--- src/rtl/wam_pkg.sv ---
// ----------------------------------------------------------------------------
// wam_pkg
// Shared widths, event and phase codes and the result type of the wake-up
// address matcher.
// ----------------------------------------------------------------------------
package wam_pkg;

  localparam int unsigned AddrWidthDefault = 32;
  localparam int unsigned TargetWidth      = 32;
  localparam int unsigned BitsWidth        = 6;

  // event codes
  localparam logic [1:0] EvWakeStart = 2'd0;
  localparam logic [1:0] EvSync      = 2'd1;
  localparam logic [1:0] EvTick      = 2'd2;
  localparam logic [1:0] EvDischDone = 2'd3;

  // phase codes
  localparam logic [1:0] PhIdle      = 2'd0;
  localparam logic [1:0] PhSync      = 2'd1;
  localparam logic [1:0] PhSample    = 2'd2;
  localparam logic [1:0] PhDischarge = 2'd3;

  // configuration register indexes
  localparam logic CfgTarget   = 1'b0;
  localparam logic CfgAddrBits = 1'b1;

  typedef struct packed {
    logic                 wake_confirm;
    logic                 discharge_on;
    logic                 sampling_busy;
    logic [1:0]           phase_now;
    logic [BitsWidth-1:0] bits_remaining;
  } result_t;

endpackage

--- src/rtl/wakeup_address_matcher_unit.sv ---
// ----------------------------------------------------------------------------
// wakeup_address_matcher_unit
// Address decoder of a wake-up receiver, one event per item.
// ----------------------------------------------------------------------------
// Usage:
//   Input channel (in_valid_i / in_stall_o) carries one event: kind_i and
//   data_bit_i. Output channel (out_valid_o / out_stall_i) carries one result
//   per event showing the state after that event. The config channel
//   (cfg_valid_i / cfg_ready_o, always ready) writes target_address (index 0)
//   or address_bits (index 1); write only while the block is idle.
//   Throughput: one item per cycle while in_stall_o is low; the state update
//   and address compare are done in the accepting cycle, the result goes to
//   an output register.
//   A skid register behind the output register lets one more item in while
//   the receiver stalls; in_stall_o rises only when that skid is full, so
//   in_stall_o is a register and does not depend on out_stall_i in the
//   same cycle.
//   Reset: phase idle, bit count, shift register, busy flag and both config
//   registers cleared, no result pending.
// ----------------------------------------------------------------------------
module wakeup_address_matcher_unit
  import wam_pkg::*;
#(
  parameter int unsigned AddressWidth = AddrWidthDefault
) (
  input  logic                   clk_i,
  input  logic                   rst_ni,
  input  logic                   cfg_valid_i,
  output logic                   cfg_ready_o,
  input  logic                   cfg_index_i,
  input  logic [TargetWidth-1:0] cfg_data_i,
  input  logic                   in_valid_i,
  output logic                   in_stall_o,
  input  logic [1:0]             kind_i,
  input  logic                   data_bit_i,
  output logic                   out_valid_o,
  input  logic                   out_stall_i,
  output logic                   wake_confirm_o,
  output logic                   discharge_on_o,
  output logic                   sampling_busy_o,
  output logic [1:0]             phase_now_o,
  output logic [BitsWidth-1:0]   bits_remaining_o
);

  typedef enum logic [1:0] {
    StIdle      = PhIdle,
    StSync      = PhSync,
    StSample    = PhSample,
    StDischarge = PhDischarge
  } state_e;

  localparam logic [BitsWidth:0] SatBits = (BitsWidth+1)'(AddressWidth);

  state_e                  state_q, state_d;
  logic [BitsWidth-1:0]    count_q, count_d;
  logic [AddressWidth-1:0] shift_q, shift_d, shift_in;
  logic                    busy_q, busy_d;
  logic [TargetWidth-1:0]  target_q;
  logic [BitsWidth-1:0]    addr_bits_q;
  logic [AddressWidth-1:0] target_cmp;
  logic [BitsWidth:0]      addr_bits_ext;
  logic [BitsWidth-1:0]    load_count;
  logic                    confirm;
  logic                    in_accept;
  logic                    out_free;
  result_t                 res_d, out_q, skid_q;
  logic                    out_valid_q, skid_valid_q;

  assign cfg_ready_o = 1'b1;
  assign in_stall_o  = skid_valid_q;
  assign in_accept   = in_valid_i && !skid_valid_q;
  assign out_free    = !out_valid_q || !out_stall_i;

  assign target_cmp    = AddressWidth'(target_q);
  assign addr_bits_ext = {1'b0, addr_bits_q};
  assign load_count    = (addr_bits_ext > SatBits) ? BitsWidth'(SatBits) : addr_bits_q;
  assign shift_in      = AddressWidth'({shift_q, data_bit_i});

  always_comb begin
    state_d = state_q;
    count_d = count_q;
    shift_d = shift_q;
    busy_d  = busy_q;
    confirm = 1'b0;
    case (kind_i)
      EvWakeStart: begin
        if (state_q == StIdle) begin
          if (addr_bits_q != '0) begin
            state_d = StSync;
            busy_d  = 1'b1;
          end else begin
            confirm = 1'b1;
            state_d = StDischarge;
          end
        end
      end
      EvSync: begin
        if (state_q == StSync) begin
          count_d = load_count;
          if (load_count == '0) begin
            confirm = 1'b1;
            shift_d = '0;
            state_d = StDischarge;
          end else begin
            state_d = StSample;
          end
        end
      end
      EvTick: begin
        if (state_q == StSample) begin
          count_d = count_q - BitsWidth'(1);
          shift_d = shift_in;
          if (count_d == '0) begin
            confirm = (shift_in == target_cmp);
            shift_d = '0;
            state_d = StDischarge;
          end
        end
      end
      default: begin
        if (state_q == StDischarge) begin
          state_d = StIdle;
          busy_d  = 1'b0;
        end
      end
    endcase
    res_d.wake_confirm   = confirm;
    res_d.discharge_on   = (state_d == StDischarge);
    res_d.sampling_busy  = busy_d;
    res_d.phase_now      = state_d;
    res_d.bits_remaining = count_d;
  end

  always_ff @(posedge clk_i or negedge rst_ni) begin
    if (!rst_ni) begin
      state_q     <= StIdle;
      count_q     <= '0;
      shift_q     <= '0;
      busy_q      <= 1'b0;
      target_q    <= '0;
      addr_bits_q <= '0;
    end else begin
      if (cfg_valid_i) begin
        case (cfg_index_i)
          CfgTarget:   target_q    <= cfg_data_i;
          CfgAddrBits: addr_bits_q <= cfg_data_i[BitsWidth-1:0];
          default:     target_q    <= target_q;
        endcase
      end
      if (in_accept) begin
        state_q <= state_d;
        count_q <= count_d;
        shift_q <= shift_d;
        busy_q  <= busy_d;
      end
    end
  end

  always_ff @(posedge clk_i or negedge rst_ni) begin
    if (!rst_ni) begin
      out_valid_q  <= 1'b0;
      skid_valid_q <= 1'b0;
    end else begin
      if (skid_valid_q) begin
        if (out_free) begin
          out_valid_q  <= 1'b1;
          skid_valid_q <= 1'b0;
        end
      end else if (in_accept) begin
        if (out_free) begin
          out_valid_q <= 1'b1;
        end else begin
          skid_valid_q <= 1'b1;
        end
      end else if (out_free) begin
        out_valid_q <= 1'b0;
      end
    end
  end

  always_ff @(posedge clk_i) begin
    if (skid_valid_q) begin
      if (out_free) begin
        out_q <= skid_q;
      end
    end else if (in_accept) begin
      if (out_free) begin
        out_q <= res_d;
      end else begin
        skid_q <= res_d;
      end
    end
  end

  assign out_valid_o      = out_valid_q;
  assign wake_confirm_o   = out_q.wake_confirm;
  assign discharge_on_o   = out_q.discharge_on;
  assign sampling_busy_o  = out_q.sampling_busy;
  assign phase_now_o      = out_q.phase_now;
  assign bits_remaining_o = out_q.bits_remaining;

endmodule

--- config.mk ---
export PLATFORM = sky130hd
export DESIGN_NAME = wakeup_address_matcher_unit
export DESIGN_NICKNAME = d
export VERILOG_FILES = /design/src/rtl/wam_pkg.sv /design/src/rtl/wakeup_address_matcher_unit.sv
export SDC_FILE = /design/constraint.sdc
export NUM_CORES = 1
export LEC_CHECK = 0
export BUFFER_PORTS_ARGS = -buffer_cell sky130_fd_sc_hd__buf_2
export CORE_UTILIZATION = 25
export DETAILED_ROUTE_END_ITERATION = 10
export HOLD_SLACK_MARGIN = 0.02
export SYNTH_ARGS = -nofsm -noshare
export SYNTH_HDL_FRONTEND = slang
export SYNTH_SLANG_ARGS = --single-unit
--- constraint.sdc ---
create_clock -name clk_i -period 2.5 [get_ports clk_i]
set_clock_uncertainty 0.15 [all_clocks]
set_input_delay 0.75 -clock clk_i [delete_from_list [all_inputs] [get_ports clk_i]]
set_output_delay 0.75 -clock clk_i [all_outputs]
set_load 0.05 [all_outputs]
# Yosys cells after proc, flatten, opt, wreduce, memory -nomap -nowiden
# Index checks and enable logic that the tools add are counted.
# totals
elab_cells	91
reg_bits	102
output_inout_bits	14
# op_classes
bitwise_logic	3
n_reduce_logical	19
muxes	39
order_cmp	1
add_sub_neg	1
n_eq_ne	10
# ops
op	count
two-way mux 31 bit	4
one-hot mux 31 bit (2 select lines)	1
two-way mux 11 bit	4
equality test 32 bit	1
two-way mux 6 bit	3
two-way mux 1 bit	17
logical NOT 6 bit	2
two-way mux 2 bit	6
one-hot mux 6 bit (2 select lines)	1
equality test 2 bit, second input constant	4
greater-than comparator 6 bit, second input constant	1
inequality test 2 bit, second input constant	3
one-hot mux 2 bit (3 select lines)	1
AND reduction 2 bit	3
nonzero test 6 bit	1
subtractor 6 x 1 -> 6 bit, second input constant	1
AND reduction 5 bit	1
equality test 2 x 1 -> 1 bit, second input constant	2
logical NOT 2 bit	2
nonzero test 2 bit	2
logical NOT 1 bit	3
inverter 1 bit	3
one-hot mux 1 bit (3 select lines)	1
AND reduction 3 bit	1
5 further kinds	5

# Logic depth before layout (Yosys ltp)
# depth
ltp_word	10
mapped_depth	9
mapped_depth_nobuf	7

# Worst setup path before layout
# No wires, ideal clock.
# synth_path
path_type	in2reg
start	input kind_i[0]
end	register out_q (netlist bit bits_remaining_o[2]), data pin
path_slack_ns	0.055
cell_stages	9
arrival_ns	2.036
setup_time_ns	0.260
n_path_buf	2
required_ns	2.090
cell_sequence	inv_1 -> ha_1 -> buf_2 -> nand3b_1 -> or2_2 -> clkbuf_1 -> o21ai_0 -> a21o_2 -> mux2_2
# synth_between
elab_chain_len	5
elab_cells_between_ends	6
# synth_lines
element	line_no	rtl
from (decl)	wakeup_address_matcher_unit.sv:34	input logic [1:0] kind_i,
equality test 2 bit or equality test 2 x 1 -> 1 bit (tied branches)	wakeup_address_matcher_unit.sv:85	case (kind_i)
one-hot mux 6 bit (2 select lines) (*)	wakeup_address_matcher_unit.sv:85	
via count_d[2]	wakeup_address_matcher_unit.sv:55	logic [BitsWidth-1:0] count_q, count_d;
two-way mux 11 bit (*)	wakeup_address_matcher_unit.sv:187	if (out_free) begin
two-way mux 11 bit (*)	wakeup_address_matcher_unit.sv:186	end else if (in_accept) begin
two-way mux 11 bit (*)	wakeup_address_matcher_unit.sv:182	if (skid_valid_q) begin
to (signal assigned)	wakeup_address_matcher_unit.sv:184	out_q <= skid_q;
to (signal assigned)	wakeup_address_matcher_unit.sv:188	out_q <= res_d;
to (decl)	wakeup_address_matcher_unit.sv:66	result_t res_d, out_q, skid_q;
# The timed path passes the listed nets; every way through them passes the cells marked *. The select of a mux whose other input is x is not followed.
# A chain may end at the register's enable or synchronous reset.

# Worst setup path after layout
# layout_path
start	input kind_i[0]
end	register out_q (netlist bit wake_confirm_o), data pin
# layout_between
elab_chain_len	5
elab_cells_between_ends	7
# layout_lines
element	line_no
equality test 2 bit (tied with other cells)	wakeup_address_matcher_unit.sv:85
one-hot mux 1 bit (3 select lines) (*)	wakeup_address_matcher_unit.sv:85
two-way mux 11 bit (*)	wakeup_address_matcher_unit.sv:187
two-way mux 11 bit (*)	wakeup_address_matcher_unit.sv:186
two-way mux 11 bit (*)	wakeup_address_matcher_unit.sv:182
# Every way passes the cells marked *; elsewhere a longest branch is shown, timed or not. The select of a mux whose other input is x is not followed.

==> impl_summary.md <==
Timing
The final max-slew violation count came to 0. Setup repair after global routing left no endpoint under its margin. The smallest hold slack is 0.2395 ns. The number of setup violations in the final report is 0. Setup total negative slack on the finished layout was measured at 0 ns. After layout, the minimum clock period comes to 2.371 ns. The highest clock frequency the design can meet is 421.7 MHz. Of the available clock period, the critical path in the final layout requires 0.9485. The worst slew margin relative to its limit is 0.6373. The number of hold-slack violations in the final timing report was 0. Across all setup checks in the final design, the least slack found is 0.1286 ns. At the pin with the least slew margin, the transition time is 0.5440 ns.

Detailed routing
The residual antenna-violating net count after detailed routing is 0. The total DRC errors in the routed layout is 7. Before antenna repair, the detailed router went through 9 iterations.

In this run, the number of DRC markers left after iteration 0 of detailed routing was 291. The routed layout has 3,108 vias. The per-cell via count in the routed design is 4.625. The sum of routed wire length over all layers is 10,220 µm.

The average routed wire per standard cell is 15.21 µm.

Power and ir drop
The switching share of total power is 0.2805. The power spent charging and discharging nets is 1.175 mW. The completed layout was analyzed and its total power is 4.188 mW. The total power divided by cell area is 732.4 nW/µm².

The share of total power dissipated in sequential elements is 0.486. The worst-case IR drop observed on VDD is 0.3460 mV. The standby leakage power is 2.427 nW. Of the total power, the clock network draws 0.326. Internal power comes to 3.013 mW.

The share of total power dissipated in combinational logic is 0.188.

Clocking
For the worst-skew pair, the clock arrives at the later sink with an insertion delay of 0.34 ns. The maximum buffer depth of the clock tree is 2. The buffer cell driving the clock tree root is clkbuf_16. The hold buffer count at CTS is 0. The clock-pin slew on the worst setup and hold paths is 0.06 ns. The TritonCTS buffer count is 9. CTS built an H-tree with a depth of 3. The clock tree from TritonCTS is done. The clock drives 102 sinks.

Floorplan
The total area inside the core boundary comes to 18,210 µm². In this run the core area contains 49 standard-cell rows. 55 I/O pins were placed.

The effective utilization at floorplan is 0.2584. From left edge to right edge, the die measures 139.2 µm. The area enclosed by the die boundary is 19,380 µm². The die height is 139.2 µm.

Setup path
STA classifies the critical path endpoint as a register. The largest stage delay on the critical path is 0.43 ns. Of all nets on the critical path, the largest fanout is 4.

For this design, the slowest cell found on the critical path is or3_4. The data required time at the worst endpoint is 2.53 ns. The type of element launching the critical path is an input pin. The critical path is of the in -> reg type. The signal on the critical path passes through buf_2 -> inv_2 -> ha_4 -> nand3b_1 -> or3_4 -> nor4_2 -> nand4_1 -> o31ai_2. Data on the critical path arrives at its endpoint at 2.40 ns.

Synthesis
The instance count of the mapped netlist is 369. Synthesis instantiated 53 different standard cells from the library. Each instance of the synthesized netlist takes up on average 12.75 µm². The number of enable flip-flop cells after synthesis is 22.

The netlist area before placement is 4706 µm². The share of flip-flops with an asynchronous set or reset is 0.7843. The flip-flop and latch count after synthesis is 102. In the synthesized netlist the dominant register cell turns out to be dfrtp_1. The synthesis warning total is 0. The fraction of the yosys area taken by sequential cells is 0.5658. The number of nets in the synthesized netlist is 416.

Worst hold path
The worst hold path class is in -> async.

Global routing
The number of global-route vias before repair was 3,172. The pin count of the biggest net entering global routing is 40. After global routing the overflow that remains totals 0. The first global-routing pass estimated 16,840 µm of wire.

Across every metal layer, demand over resource in global routing totals 0.1113. The initial antenna violation count is 0.

Placement
The post-detailed-placement half-perimeter wirelength is 7433 µm. The placer's final routability congestion estimate is 0.8848. The number of buffers inserted by port buffering is 53. After detailed placement, the design holds a cell count of 655. At the placement stage, the worst setup path has a slack of -0.3388 ns. After detailed placement, the total cell area comes to 5386 µm².

Cells and area
The growth of design area from synthesis to finish is 21.51%. With fillers left out, the area of the finished cells amounts to 5718 µm². Leaving out fill and tap cells, the most frequent cells in the layout are dfrtp_1, buf_2, mux2_2.

In the final design database the tool counted 486 nets. The finished layout holds 672 standard cells, fillers aside. The most frequent standard cell in the layout excluding fill and tap cells is dfrtp_1.

The share of the core filled with cells in the final layout is 0.3140. The number of antenna diodes in the final layout is 0. The proportion of layout cells with a drive suffix above 1 is 0.3454.

Outcome
The checks that failed: DRC. The run finished, with violations left.

Run
The number of violations of the max-capacitance limit is 0.
==> final timing paths <==
kind	slack [ns]	depth (start not counted)	from	to
max in group asynchronous	1.40	2	rst_ni	target_cmp[28]
hold reg to reg	0.37	1	target_cmp[19]	target_cmp[19]
setup / recovery	0.13	8	kind_i[0]	wake_confirm_o
setup reg to reg	0.19	9	count_q[0]	wake_confirm_o
min in group clk_i	0.37	1	target_cmp[19]	target_cmp[19]
hold / removal	0.24	1	rst_ni	target_cmp[14]
==> logic make-up after synthesis <==
group	share of synthesized area
xor+xnor	0.06142
compound gates	0.1247
mux	0.1189
buf+inv	0.03536
fa+ha+maj	0.01595
simple gates	0.07711
other cells	0.0007969
flops	0.5658
==> critical path, delay by kind of cell <==
| family | cells | cell delay, ns |
|---|---|---|
| AND/OR/NAND/NOR | 4 | 1.00 |
| adder cells (fa/ha/maj) | 1 | 0.15 |
| AO/OA/AOI/OAI | 1 | 0.28 |
| buffers and inverters | 2 | 0.21 |
==> registers in the layout, summed over array words and instances, names as in the netlist <==
register and flops:
target_cmp 32, shift_q 31, skid_q 11, addr_bits_q 6, bits_remaining_o 6, count_q 6, phase_now_o 2, state_q 2
busy_q 1, discharge_on_o 1, in_stall_o 1, out_valid_o 1, sampling_busy_o 1, wake_confirm_o 1
==> power groups by stage <==
stage | Clock, mW | Sequential (mW) | Combinational (mW)
after floorplan | 0 | 2.11 | 0.495
final | 1.36 | 2.04 | 0.787
after detailed placement | 0 | 2.07 | 0.784
after global placement | 0 | 2.06 | 0.766
after global routing | 1.46 | 2.06 | 0.874
after CTS | 1.40 | 2.04 | 0.788
==> final cells by class <==
| type | count | area [µm²] |
|---|---|---|
| clock buffers | 10 | 229.0 |
| repair buffers | 81 | 528.0 |
| fillers | 1798 | 12490 |
| flip-flops and latches | 102 | 2663 |
| inverters | 12 | 45.04 |
| multi-input cells | 233 | 1914 |
| clock inverters | 5 | 52.55 |
| well taps | 229 | 286.5 |
==> metal layers <==
metal	wire length, µm	part of all wire	global-route usage	up-vias
met3	356	0.035	0.02590	11
li1	-	-	-	1474
met5	0	0	0	-
met4	107	0.010	0.03041	0
met2	4828	0.47	0.1816	71
met1	4925	0.48	0.1474	1552
==> synth_stat cells (all sizes together), types with 3 or more instances <==
master,number,share of area
a22o,33,0.061
xnor2,29,0.054
ha,6,0.016
xor2,4,0.0074
nor2,13,0.011
clkbuf,12,0.014
a21o,3,0.0051
mux2i,3,0.0064
nor2b,3,0.0040
nand4,8,0.011
nor4,4,0.0066
dfrtp,80,0.43
o21ai,14,0.015
buf,10,0.012
inv,12,0.0096
a211oi,3,0.0048
mux2,47,0.11
edfxtp,22,0.14
nand3,5,0.0053
o31ai,4,0.0085
a21oi,8,0.0085
nand2,18,0.014
nand2b,4,0.0069
==> what timing repair did <==
item                       CTS  global route
buffers inserted             1             1
pin swaps                    1             5
resized for setup            0             7
hold endpoints to repair     0             0
setup endpoints to repair    1             4
gates cloned                 0             0
Power figures use the tool's default switching activity.
